--- config.mk ---
export PLATFORM = sky130hd
export DESIGN_NAME = circular_fifo_queue_flat
export DESIGN_NICKNAME = d
export VERILOG_FILES = /design/src/rtl/cfq_pkg.sv /design/src/rtl/cfq_req_if.sv /design/src/rtl/cfq_rsp_if.sv /design/src/rtl/cfq_ctrl.sv /design/src/rtl/cfq_dp.sv /design/src/rtl/circular_fifo_queue.sv /design/src/flat_wrapper.sv
export SDC_FILE = /design/constraint.sdc
export NUM_CORES = 1
export LEC_CHECK = 0
export BUFFER_PORTS_ARGS = -buffer_cell sky130_fd_sc_hd__clkbuf_2
export CORE_AREA = 2 2 217 219
export DETAILED_ROUTE_END_ITERATION = 10
export DIE_AREA = 0 0 219 221
export GPL_ROUTABILITY_DRIVEN = 0
export GPL_TIMING_DRIVEN = 0
export PLACE_DENSITY = 0.69
export SLEW_MARGIN = 25
export SYNTH_ARGS = -nofsm -noshare
export SYNTH_HDL_FRONTEND = slang
export SYNTH_SLANG_ARGS = --single-unit
export TNS_END_PERCENT = 5
--- constraint.sdc ---
create_clock -name clk_i -period 3.7 [get_ports clk_i]
set_input_delay 0.37 -clock clk_i [delete_from_list [all_inputs] [get_ports clk_i]]
set_output_delay 0.37 -clock clk_i [all_outputs]
set_load 0.05 [all_outputs]
--- src/rtl/cfq_pkg.sv ---
// Shared request codes, status codes, controller states and control structs of the FIFO.
package cfq_pkg;

  localparam int unsigned WordWidth = 32;

  typedef enum logic [1:0] {
    REQ_ENQUEUE = 2'd0,
    REQ_DEQUEUE = 2'd1,
    REQ_DISPLAY = 2'd2,
    REQ_UNUSED  = 2'd3
  } req_e;

  typedef enum logic [1:0] {
    ST_OK    = 2'd0,
    ST_FULL  = 2'd1,
    ST_EMPTY = 2'd2,
    ST_RSVD  = 2'd3
  } status_e;

  typedef enum logic {
    S_IDLE   = 1'b0,
    S_STREAM = 1'b1
  } state_e;

  typedef struct packed {
    logic    enq_write;
    logic    rd_start_deq;
    logic    rd_start_disp;
    logic    rd_next;
    logic    out_load;
    status_e out_status;
    logic    out_from_mem;
    logic    out_last;
  } cmd_t;

  typedef struct packed {
    logic full;
    logic empty;
    logic out_free;
    logic rem_one;
  } stat_t;

endpackage

--- src/rtl/cfq_req_if.sv ---
// Request channel interface: valid, ready and the request payload.
interface cfq_req_if;
  logic               valid;
  logic               ready;
  logic [1:0]         req_type;
  logic signed [31:0] data_in;

  modport source (output valid, output req_type, output data_in, input ready);
  modport sink (input valid, input req_type, input data_in, output ready);
endinterface

--- src/rtl/cfq_rsp_if.sv ---
// Result channel interface: valid, ready and the result payload.
interface cfq_rsp_if;
  logic               valid;
  logic               ready;
  logic [1:0]         status;
  logic signed [31:0] data_out;
  logic               last;

  modport source (output valid, output status, output data_out, output last, input ready);
  modport sink (input valid, input status, input data_out, input last, output ready);
endinterface

--- src/rtl/cfq_ctrl.sv ---
// Controller state machine that decodes requests and sequences reads and result beats.
module cfq_ctrl (
  input  logic          clk_i,
  input  logic          rst_ni,
  input  logic          req_valid_i,
  input  logic [1:0]    req_type_i,
  input  cfq_pkg::stat_t stat_i,
  output logic          req_ready_o,
  output cfq_pkg::cmd_t cmd_o
);
  import cfq_pkg::*;

  state_e state_q, state_d;
  req_e   req;

  assign req = req_e'(req_type_i);

  always_ff @(posedge clk_i or negedge rst_ni) begin
    if (!rst_ni) begin
      state_q <= S_IDLE;
    end else begin
      state_q <= state_d;
    end
  end

  always_comb begin
    state_d     = state_q;
    req_ready_o = 1'b0;
    cmd_o       = '0;
    cmd_o.out_status = ST_OK;
    unique case (state_q)
      S_IDLE: begin
        req_ready_o = stat_i.out_free;
        if (req_valid_i && stat_i.out_free) begin
          unique case (req)
            REQ_ENQUEUE: begin
              cmd_o.out_load = 1'b1;
              cmd_o.out_last = 1'b1;
              if (stat_i.full) begin
                cmd_o.out_status = ST_FULL;
              end else begin
                cmd_o.enq_write = 1'b1;
              end
            end
            REQ_DEQUEUE, REQ_DISPLAY: begin
              if (stat_i.empty) begin
                cmd_o.out_load   = 1'b1;
                cmd_o.out_last   = 1'b1;
                cmd_o.out_status = ST_EMPTY;
              end else begin
                cmd_o.rd_start_deq  = (req == REQ_DEQUEUE);
                cmd_o.rd_start_disp = (req == REQ_DISPLAY);
                state_d = S_STREAM;
              end
            end
            default: begin
            end
          endcase
        end
      end
      S_STREAM: begin
        if (stat_i.out_free) begin
          cmd_o.out_load     = 1'b1;
          cmd_o.out_from_mem = 1'b1;
          cmd_o.out_last     = stat_i.rem_one;
          if (stat_i.rem_one) begin
            state_d = S_IDLE;
          end else begin
            cmd_o.rd_next = 1'b1;
          end
        end
      end
      default: begin
        state_d = S_IDLE;
      end
    endcase
  end

endmodule

--- src/rtl/cfq_dp.sv ---
// Datapath with the entry memory, head, tail and count registers, read pointer and result register.
module cfq_dp #(
  parameter int unsigned DEPTH = 16
) (
  input  logic               clk_i,
  input  logic               rst_ni,
  input  logic signed [31:0] data_in_i,
  input  cfq_pkg::cmd_t      cmd_i,
  input  logic               out_ready_i,
  output cfq_pkg::stat_t     stat_o,
  output logic               out_valid_o,
  output logic [1:0]         out_status_o,
  output logic signed [31:0] out_data_o,
  output logic               out_last_o
);
  import cfq_pkg::*;

  localparam int unsigned IW = $clog2(DEPTH);
  localparam int unsigned CW = $clog2(DEPTH + 1);
  localparam logic [IW-1:0] LastIdx = IW'(DEPTH - 1);
  localparam logic [CW-1:0] FullCnt = CW'(DEPTH);

  logic [WordWidth-1:0] mem_q [DEPTH];
  logic [WordWidth-1:0] rd_data_q;
  logic [IW-1:0]        head_q, head_d, tail_q, tail_d, ptr_q, ptr_d, rd_addr;
  logic [CW-1:0]        cnt_q, cnt_d, rem_q, rem_d;
  logic                 rd_en;
  logic                 out_valid_q, out_valid_d;
  status_e              out_status_q;
  logic [WordWidth-1:0] out_data_q;
  logic                 out_last_q;

  function automatic logic [IW-1:0] wrap_inc(input logic [IW-1:0] idx);
    wrap_inc = (idx == LastIdx) ? '0 : idx + IW'(1);
  endfunction

  always_comb begin
    head_d  = head_q;
    tail_d  = tail_q;
    cnt_d   = cnt_q;
    ptr_d   = ptr_q;
    rem_d   = rem_q;
    rd_addr = head_q;
    rd_en   = 1'b0;
    if (cmd_i.enq_write) begin
      tail_d = wrap_inc(tail_q);
      cnt_d  = cnt_q + CW'(1);
    end
    if (cmd_i.rd_start_deq) begin
      rd_en  = 1'b1;
      ptr_d  = head_q;
      rem_d  = CW'(1);
      head_d = wrap_inc(head_q);
      cnt_d  = cnt_q - CW'(1);
    end
    if (cmd_i.rd_start_disp) begin
      rd_en = 1'b1;
      ptr_d = head_q;
      rem_d = cnt_q;
    end
    if (cmd_i.rd_next) begin
      rd_en   = 1'b1;
      rd_addr = wrap_inc(ptr_q);
      ptr_d   = rd_addr;
      rem_d   = rem_q - CW'(1);
    end
    out_valid_d = out_valid_q;
    if (cmd_i.out_load) begin
      out_valid_d = 1'b1;
    end else if (out_ready_i) begin
      out_valid_d = 1'b0;
    end
  end

  always_ff @(posedge clk_i or negedge rst_ni) begin
    if (!rst_ni) begin
      head_q      <= '0;
      tail_q      <= '0;
      cnt_q       <= '0;
      ptr_q       <= '0;
      rem_q       <= '0;
      out_valid_q <= 1'b0;
    end else begin
      head_q      <= head_d;
      tail_q      <= tail_d;
      cnt_q       <= cnt_d;
      ptr_q       <= ptr_d;
      rem_q       <= rem_d;
      out_valid_q <= out_valid_d;
    end
  end

  always_ff @(posedge clk_i) begin
    if (cmd_i.enq_write) begin
      mem_q[tail_q] <= data_in_i;
    end
  end

  always_ff @(posedge clk_i) begin
    if (rd_en) begin
      rd_data_q <= mem_q[rd_addr];
    end
  end

  always_ff @(posedge clk_i) begin
    if (cmd_i.out_load) begin
      out_status_q <= cmd_i.out_status;
      out_data_q   <= cmd_i.out_from_mem ? rd_data_q : '0;
      out_last_q   <= cmd_i.out_last;
    end
  end

  assign stat_o.full     = (cnt_q == FullCnt);
  assign stat_o.empty    = (cnt_q == '0);
  assign stat_o.out_free = !out_valid_q || out_ready_i;
  assign stat_o.rem_one  = (rem_q == CW'(1));

  assign out_valid_o  = out_valid_q;
  assign out_status_o = out_status_q;
  assign out_data_o   = out_data_q;
  assign out_last_o   = out_last_q;

endmodule

--- src/rtl/circular_fifo_queue.sv ---
// Top level of the circular FIFO queue of signed 32-bit words.
// The block takes requests on req_i and returns result beats on rsp_o, both
// valid/ready channels. A request is an enqueue, a dequeue or a display of
// all stored words; request code 3 is dropped and gives no beat.
// Every beat of a request except the final one has last low.
// Enqueue and every empty or full answer are registered in the accept cycle
// and appear in the next one; such requests are taken one per cycle while
// the receiver keeps up. A dequeue needs one memory read: its word passes
// the registered read port, then the result register, and the next request
// is taken once that beat is loaded. A display streams the stored words
// head to tail at one beat per cycle while the receiver keeps up, paced by
// the read port, and holds off new requests until the last beat is loaded.
// Reset empties the queue at once; the stored words need no clearing.
// When the receiver stalls, the result register holds its beat and no new
// request or stream step proceeds until that beat is taken.
module circular_fifo_queue #(
  parameter int unsigned DEPTH = 16
) (
  input  logic clk_i,
  input  logic rst_ni,
  cfq_req_if.sink   req_i,
  cfq_rsp_if.source rsp_o
);
  import cfq_pkg::*;

  cmd_t  cmd;
  stat_t stat;
  logic  ready;

  cfq_ctrl u_ctrl (
    .clk_i       (clk_i),
    .rst_ni      (rst_ni),
    .req_valid_i (req_i.valid),
    .req_type_i  (req_i.req_type),
    .stat_i      (stat),
    .req_ready_o (ready),
    .cmd_o       (cmd)
  );

  cfq_dp #(
    .DEPTH (DEPTH)
  ) u_dp (
    .clk_i        (clk_i),
    .rst_ni       (rst_ni),
    .data_in_i    (req_i.data_in),
    .cmd_i        (cmd),
    .out_ready_i  (rsp_o.ready),
    .stat_o       (stat),
    .out_valid_o  (rsp_o.valid),
    .out_status_o (rsp_o.status),
    .out_data_o   (rsp_o.data_out),
    .out_last_o   (rsp_o.last)
  );

  assign req_i.ready = ready;

endmodule
--- src/flat_wrapper.sv ---
// flat-port wrapper written by rule: the top's interface ports become plain ports
module circular_fifo_queue_flat import cfq_pkg::*;
#(
  parameter int unsigned DEPTH = 16
)
  (clk_i, rst_ni, req_i_valid, req_i_req_type, req_i_data_in, req_i_ready, rsp_o_valid, rsp_o_status, rsp_o_data_out, rsp_o_last, rsp_o_ready);
  cfq_req_if req_i_i ();
  cfq_rsp_if rsp_o_i ();
  input  logic clk_i;
  input  logic rst_ni;
  input wire logic [$bits(req_i_i.valid)-1:0] req_i_valid;
  input wire logic [$bits(req_i_i.req_type)-1:0] req_i_req_type;
  input wire logic [$bits(req_i_i.data_in)-1:0] req_i_data_in;
  output wire logic [$bits(req_i_i.ready)-1:0] req_i_ready;
  output wire logic [$bits(rsp_o_i.valid)-1:0] rsp_o_valid;
  output wire logic [$bits(rsp_o_i.status)-1:0] rsp_o_status;
  output wire logic [$bits(rsp_o_i.data_out)-1:0] rsp_o_data_out;
  output wire logic [$bits(rsp_o_i.last)-1:0] rsp_o_last;
  input wire logic [$bits(rsp_o_i.ready)-1:0] rsp_o_ready;
  assign req_i_i.valid = req_i_valid;
  assign req_i_i.req_type = req_i_req_type;
  assign req_i_i.data_in = req_i_data_in;
  assign req_i_ready = req_i_i.ready;
  assign rsp_o_valid = rsp_o_i.valid;
  assign rsp_o_status = rsp_o_i.status;
  assign rsp_o_data_out = rsp_o_i.data_out;
  assign rsp_o_last = rsp_o_i.last;
  assign rsp_o_i.ready = rsp_o_ready;
  circular_fifo_queue #(.DEPTH(DEPTH)) u_core (.clk_i(clk_i), .rst_ni(rst_ni), .req_i(req_i_i), .rsp_o(rsp_o_i));
endmodule
# Word-level counts from Yosys, hierarchy flattened
# Memory sizes are Yosys's and may differ from the RTL's. A register that Yosys moved wholly into a read port is not among the register bits.
# Cells that the tools add are included.
[op_classes]
bitwise = 2
n_addsub = 6
n_mux = 45
n_eq_ne = 7
reduce_logical = 10
[ops]
columns = ["op", "n"]
rows = [
  ["2-to-1 mux 4 bit", 7],
  ["2-to-1 mux 5 bit", 5],
  ["2-to-1 mux 1 bit", 20],
  ["adder 4 x 1 -> 4 bit, second input constant", 3],
  ["equality test 4 bit, second input constant", 3],
  ["2-to-1 mux 3 bit", 4],
  ["subtractor 5 x 1 -> 5 bit, second input constant", 2],
  ["2-to-1 mux 2 bit", 4],
  ["case mux 1 bit (2 select lines)", 4],
  ["case mux 3 bit (2 select lines)", 1],
  ["adder 5 x 1 -> 5 bit, second input constant", 1],
  ["equality test 5 x 1 -> 1 bit, second input constant", 1],
  ["equality test 5 bit, second input constant", 1],
  ["logical NOT 5 bit", 1],
  ["nonzero test 2 bit", 2],
  ["OR reduction 2 bit", 2],
  ["nonzero test 3 bit", 1],
  ["equality test 2 x 1 -> 1 bit, second input constant", 1],
  ["equality test 2 bit, second input constant", 1],
  ["logical NOT 2 bit", 1],
  ["NOT 1 bit", 2],
  ["logical AND 1 bit", 1],
  ["logical NOT 1 bit", 1],
  ["logical OR 1 bit", 1],
]
[totals]
wordCells = 81
n_memories = 1
output_inout_bits = 37
ff_bits = 59
ram_bits = 512
[memory_table]
columns = ["name", "depth", "width", "rd", "rd_clocked_by_memory_dff", "write_ports", "line", "text"]
rows = [
  ["u_core.u_dp.mem_q", 16, 32, 1, 1, 1, "cfq_dp.sv:23", "logic [WordWidth-1:0] mem_q [DEPTH];"],
]

# Longest topological paths before layout
[logic_depth]
word_depth = 8
mapped_depth = 12

# By module
# Synthesis repeated with hierarchy kept, for this count alone.
[hier_totals]
cells_unflattened = 1060
area_unflattened_um2 = 23636.4
[modules_own_cells]
columns = ["mod", "cells_per_inst", "area_per_inst_um2", "n_inst"]
rows = [
  ["cfq_dp", 1033, 23411.2, 1],
  ["cfq_ctrl", 27, 225.2, 1],
]

# Worst setup path after synthesis
# OpenSTA, ideal clock, no wires.
[synth_timing]
kind = "register to register"
startpoint = "register u_core.u_dp.out_valid_q, in the netlist u_core.u_dp.out_valid_o"
endpoint = "memory u_core.u_dp.mem_q[15][0] (enable)"
path_buffers = 1
period_less_slack_ns = 3.079
stages_incl_launch_ff = 6
setup_ns = 0.421
required_ns = 3.279
arrival_ns = 2.658
path_slack_ns = 0.621
cell_sequence = "dfrtp_1 -> nand2b_1 -> and3_1 -> clkbuf_1 -> nand3_1 -> nor2_1"
[synth_between]
elab_chain_len = 7
[synth_lines]
columns = ["element", "line", "text"]
rows = [
  ["from (decl)", "cfq_dp.sv:28", "logic out_valid_q, out_valid_d;"],
  ["from (signal assigned)", "cfq_dp.sv:89", "out_valid_q <= out_valid_d;"],
  ["logical NOT 1 bit", "cfq_dp.sv:115", "assign stat_o.out_free = !out_valid_q || out_ready_i;"],
  ["logical OR 1 bit", "cfq_dp.sv:115", ""],
  ["logical AND 1 bit", "cfq_ctrl.sv:34", "if (req_valid_i && stat_i.out_free) begin"],
  ["2-to-1 mux 3 bit", "cfq_ctrl.sv:34", ""],
  ["2-to-1 mux 3 bit", "cfq_ctrl.sv:31", "unique case (state_q)"],
  ["2-to-1 mux 1 bit", "cfq_dp.sv:94", "if (cmd_i.enq_write) begin"],
  ["2-to-1 mux 1 bit (not written as such)", "cfq_dp.sv:95", "mem_q[tail_q] <= data_in_i;"],
  ["to (decl)", "cfq_dp.sv:23", ""],
]
# Every way passes these cells.

# Final worst setup path
[layout_timing]
startpoint = "register u_core.u_dp.out_valid_q, in the netlist u_core.u_dp.out_valid_o"
endpoint = "register u_core.u_dp.rd_data_q[28] (read register of u_core.u_dp.mem_q) (data pin)"
[layout_between]
elab_chain_len = 8
[layout_lines]
columns = ["element", "line", "text"]
rows = [
  ["logical NOT 1 bit (*)", "cfq_dp.sv:115", ""],
  ["logical OR 1 bit (*)", "cfq_dp.sv:115", ""],
  ["logical AND 1 bit", "cfq_ctrl.sv:34", ""],
  ["2-to-1 mux 3 bit", "cfq_ctrl.sv:34", ""],
  ["2-to-1 mux 3 bit", "cfq_ctrl.sv:31", ""],
  ["2-to-1 mux 1 bit", "cfq_dp.sv:49", "if (cmd_i.rd_start_deq) begin"],
  ["2-to-1 mux 1 bit", "cfq_dp.sv:56", "if (cmd_i.rd_start_disp) begin"],
  ["2-to-1 mux 1 bit", "cfq_dp.sv:61", "if (cmd_i.rd_next) begin"],
  ["to (decl)", "cfq_dp.sv:24", "logic [WordWidth-1:0] rd_data_q;"],
]
# Every way passes the cells marked *; elsewhere a longest branch is shown, timed or not.
# A chain may end at the register's enable or synchronous reset.

==> key figures <==
Layout
  • Final Net Count: 1679
  • Layout area overhead: 14.2%
  • Ant diodes: 0
  • Layout fillers: 3404
  • Commonest non-fill, non-tap cells in the layout: edfxtp_1 (579), and3_1 (198), a211oi_1 (160)
  • Layout cells sized above 1: 16.2%
  • Most common cell after layout, fill and taps aside: edfxtp_1

Synthesis
  • Asr flop ratio synth: 3.98%
  • Sequential element share of the synthesized area: 74.2%
  • Post-Syn Instances: 1475
  • Synth Area in Simple Gates: 7.33%
  • Compound-Gate Fraction of Synth Area: 11.0%
  • Number of flops mapped to enable cells by yosys: 579
  • Ys flop type: edfxtp_1
  • Yosys reg bits: 603
  • Syn Area/Cell: 16.4 sq um
  • Yosys cell types: 56
  • Post-synthesis mux area share: 4.02%
  • Largest family of logic cells by synthesized area: compound AO/OA/AOI/OAI gates
  • Syn Nets: 1529
  • Post-Syn Area: 0.0242 sq mm
  • Ys Warns: 0
  • Post-synthesis adder-cell area fraction: 0.857%
  • Post-Synth XOR/XNOR Area: 0.253%

Floorplan
  • Die area: 0.0484 sq mm
  • Core area: 0.0461 sq mm
  • Die Width: 219 um
  • Top-Level Pins: 75
  • Std-Cell Rows: 79
  • Initial Util: 52.6%
  • Die H: 221 um

CTS
  • Worst skew pair latency: 0.63 ns
  • H-tree level count: 2
  • # clock sinks: 603
  • Reg clk slew, reported paths: 0.06 ns
  • CTS tree: yes
  • Post-CTS Setup Bufs: 0
  • Root Driver: clkbuf_16
  • TritonCTS buffer count: 58
  • Maximum clock path buffer count: 3

Global routing
  • Vias in the first global route: 14400
  • Global-route wire length before repair: 90800 um
  • Met2 usage: 40.4%
  • GR peak layer: met2
  • Largest net degree at the start of global routing: 33
  • Initial antenna violation count: 1
  • GRT Util Overall: 25.6%
  • GR Util met1: 36.2%
  • Remaining global-route overflow: 0
  • Met3 Use GR: 4.23%

Timing
  • Period minus WS final: 3.64 ns
  • Final setup vio count: 0
  • Max transition margin: 40.3%
  • Fin Clk Skew: 0.0182 ns
  • Top achievable clock speed: 0.275 GHz
  • Setup total negative slack: 0 ns
  • Hold Fails Final Rpt: 0
  • Setup ws final: 0.0640 ns
  • Worst Tran Pin Value: 0.896 ns
  • Max-slew violations: 0
  • RSZ-0062 raised after global routing: yes
  • Crit share post-route: 98.3%

Critical path
  • Worst path most repeated cell: clkbuf_1
  • Worst R2R Start: u_core.u_dp.out_valid_o$_DFFE_PN0P_
  • CP max FO: 10
  • Critical path, cell by cell: nor2b_1 > clkbuf_1 > o31ai_1 > clkbuf_1 > clkbuf_1 > and3_1 > a211oi_1 > a2111oi_2 > o221a_1
  • Crit start category: flop
  • CP required: 4.19 ns
  • Worst path max stage delay: 0.59 ns
  • CP max stage cell: o31ai_1
  • Reg2reg path depth: 9
  • Kind of critical path: reg2reg
  • Reg2reg end: u_core.u_dp.rd_data_q[28]$_DFFE_PP_
  • R2r setup slk: 0.06 ns
  • Arr. time, crit path: 4.12 ns
  • CP endpoint kind: flop

Min path
  • Hold WC Path Type: in2reg
  • Worst hold path startpoint: req_i_data_in[14]
  • Hold path endpoint: u_core.u_dp.mem_q[7][14]$_DFFE_PP_
  • Hold Crit Depth: 1

Routing
  • Routed vias: 14500
  • DR pass1 iterations: 8
  • Via density per instance: 6.36
  • Detailed Route Iter0 Violations: 1627
  • Drt drc: 0
  • WL per Instance: 26.9 um
  • Post-route ant nets: 0
  • Total wire length: 61400 um

Job
  • Max Cap Viol: 0

Status
  • Run status: completed

Power and ir drop
  • Power density over the cells: 852 mW/mm^2
  • Pleak: 9.61 nW
  • VDD IR max: 0.569 mV

Placement
  • DP Wirelength: 38900 um
  • DP Worst Slack: -0.0680 ns
  • # port buffers: 74
[synth_stat cells, types with 2 or more instances]
master     number  area share [%]
nand4b_1        2           0.072
dfrtp_1        24             2.5
o221ai_1        2           0.072
and2_1         17            0.44
nor3b_1         3           0.093
and3_1        198             5.1
buf_2          21            0.43
o21ai_0        15            0.31
nor3_2          2           0.083
ha_1           15            0.77
mux2_2          3            0.14
nor4_1          2           0.052
inv_1          11            0.17
a32oi_1         2           0.072
o221a_1        20            0.93
nor2b_1         3           0.077
nor2_1         14            0.22
buf_1           3           0.046
a31oi_1         6            0.15
o221a_2        11            0.51
a21oi_1        71             1.5
nand4_1         3           0.077
nand4_2         2            0.10
buf_8           3            0.19
a2111oi_2      29             1.8
a21o_1          4            0.12
o211a_1         2           0.083
a2111oi_0       2           0.072
o31ai_1         3           0.093
a211oi_1      160             5.0
nand3_1         8            0.17
mux2i_1        94             3.9
a221oi_1        2           0.072
edfxtp_1      579              72
nor3_1          5            0.10
clkbuf_1       77             1.2
xnor2_1         6            0.22
nand2_1        26            0.40
buf_6           5            0.23
nand2b_1        4            0.10
[metrics by stage]
stage / util [%] / instance area [sq um] / cells / power [mW] / hold slack (ns)
after floorplan: - / 24200 / 1475 / 14.5 / 0.0744
after global placement: 55.1 / 25400 / 2156 / 17.4 / 0.409
after detailed placement: 56.0 / 25800 / 2171 / 17.7 / 0.418
after CTS: 60.0 / 27700 / 2281 / 23.5 / 0.131
after global routing: 60.1 / 27700 / 2281 / 24.5 / 0.168
final: 60.1 / 27700 / 2281 / 23.6 / 0.157
[timing repair]
item | CTS | global route
gates resized for setup | 0 | 10
setup endpoints to repair | 0 | 17
hold buffers | 1 | 0
endpoints found under the hold margin | 24 | 0
[flip-flops by register name, indices dropped and copies added (netlist names)]
name and cells:
u_core.u_ctrl.state_q 1, u_core.u_dp.cnt_q 5, u_core.u_dp.head_q 4, u_core.u_dp.mem_q 512
u_core.u_dp.out_data_o 32, u_core.u_dp.out_last_o 1, u_core.u_dp.out_status_o 2, u_core.u_dp.out_valid_o 1
u_core.u_dp.ptr_q 4, u_core.u_dp.rd_data_q 32, u_core.u_dp.rem_q 5, u_core.u_dp.tail_q 4
[metal layers]
layer	share of wire, %	up-vias	wire [um]
met3	8.2	140	5030
met1	41	7339	25200
met5	0	-	0
li1	-	6297	-
met2	48	720	29200
met4	3.2	0	1940
[worst max path at each step]
| stage | start | endpoint | slack, ns | cells past startpoint |
|---|---|---|---|---|
| 3_5_place_dp | rsp_o_ready | u_core.u_dp.rd_data_q[13]$_DFFE_PP_ | -0.07 | 9 |
| 3_3_place_gp | rsp_o_ready | u_core.u_dp.mem_q[15][15]$_DFFE_PP_ | -0.70 | 6 |
| 2_1_floorplan | u_core.u_dp.out_valid_o$_DFFE_PN0P_ | u_core.u_dp.mem_q[15][0]$_DFFE_PP_ | 0.62 | 5 |
| 5_1_grt | u_core.u_dp.ptr_q[0]$_DFFE_PN0P_ | u_core.u_dp.rd_data_q[13]$_DFFE_PP_ | -0.009 | 8 |
| 4_1_cts | u_core.u_dp.out_valid_o$_DFFE_PN0P_ | u_core.u_dp.rd_data_q[13]$_DFFE_PP_ | 0.01 | 8 |
| 6_report | u_core.u_dp.out_valid_o$_DFFE_PN0P_ | u_core.u_dp.rd_data_q[28]$_DFFE_PP_ | 0.06 | 9 |
[worst max-delay path, delay by kind of cell, from the launching register on]
| kind | cells | cell delay, ns |
|---|---|---|
| buffers and inverters | 3 | 1.30 |
| AOI/OAI and AO/OA | 4 | 1.42 |
| DFF | 1 | 0.38 |
| and+or+nand+nor | 2 | 0.38 |
[logic make-up (layout without fill, tap and decap cells)]
kind of cell	count (synthesis)	after routing
adders and majority gates	16	16
muxes	97	97
xor gates and xnor gates	7	7
AOI/OAI and AO/OA	336	336
and+or+nand+nor	294	294
DFF	603	603
buffers and inverters	122	321
[where the power goes]
| part | internal, mW | switching [mW] | total, mW |
|---|---|---|---|
| clock | 3.34 | 2.53 | 5.87 |
| sequential | 8.34 | 0.262 | 8.60 |
| combinational | 2.95 | 6.18 | 9.12 |
| total | 14.6 | 8.97 | 23.6 |
[layout make-up]
cell class              count  area, sq um  share of cell area, %
flip-flops and latches    603        18000                   65.0
multi-input cells         750         5740                   20.7
clock buffers              71         1520                   5.50
repair buffers             90          763                   2.76
well taps                 607          759                   2.74
plain buffers             110          524                   1.89
clock inverters            38          343                   1.24
inverters                  12         45.0                  0.163
(Power assumes the default switching activity.)
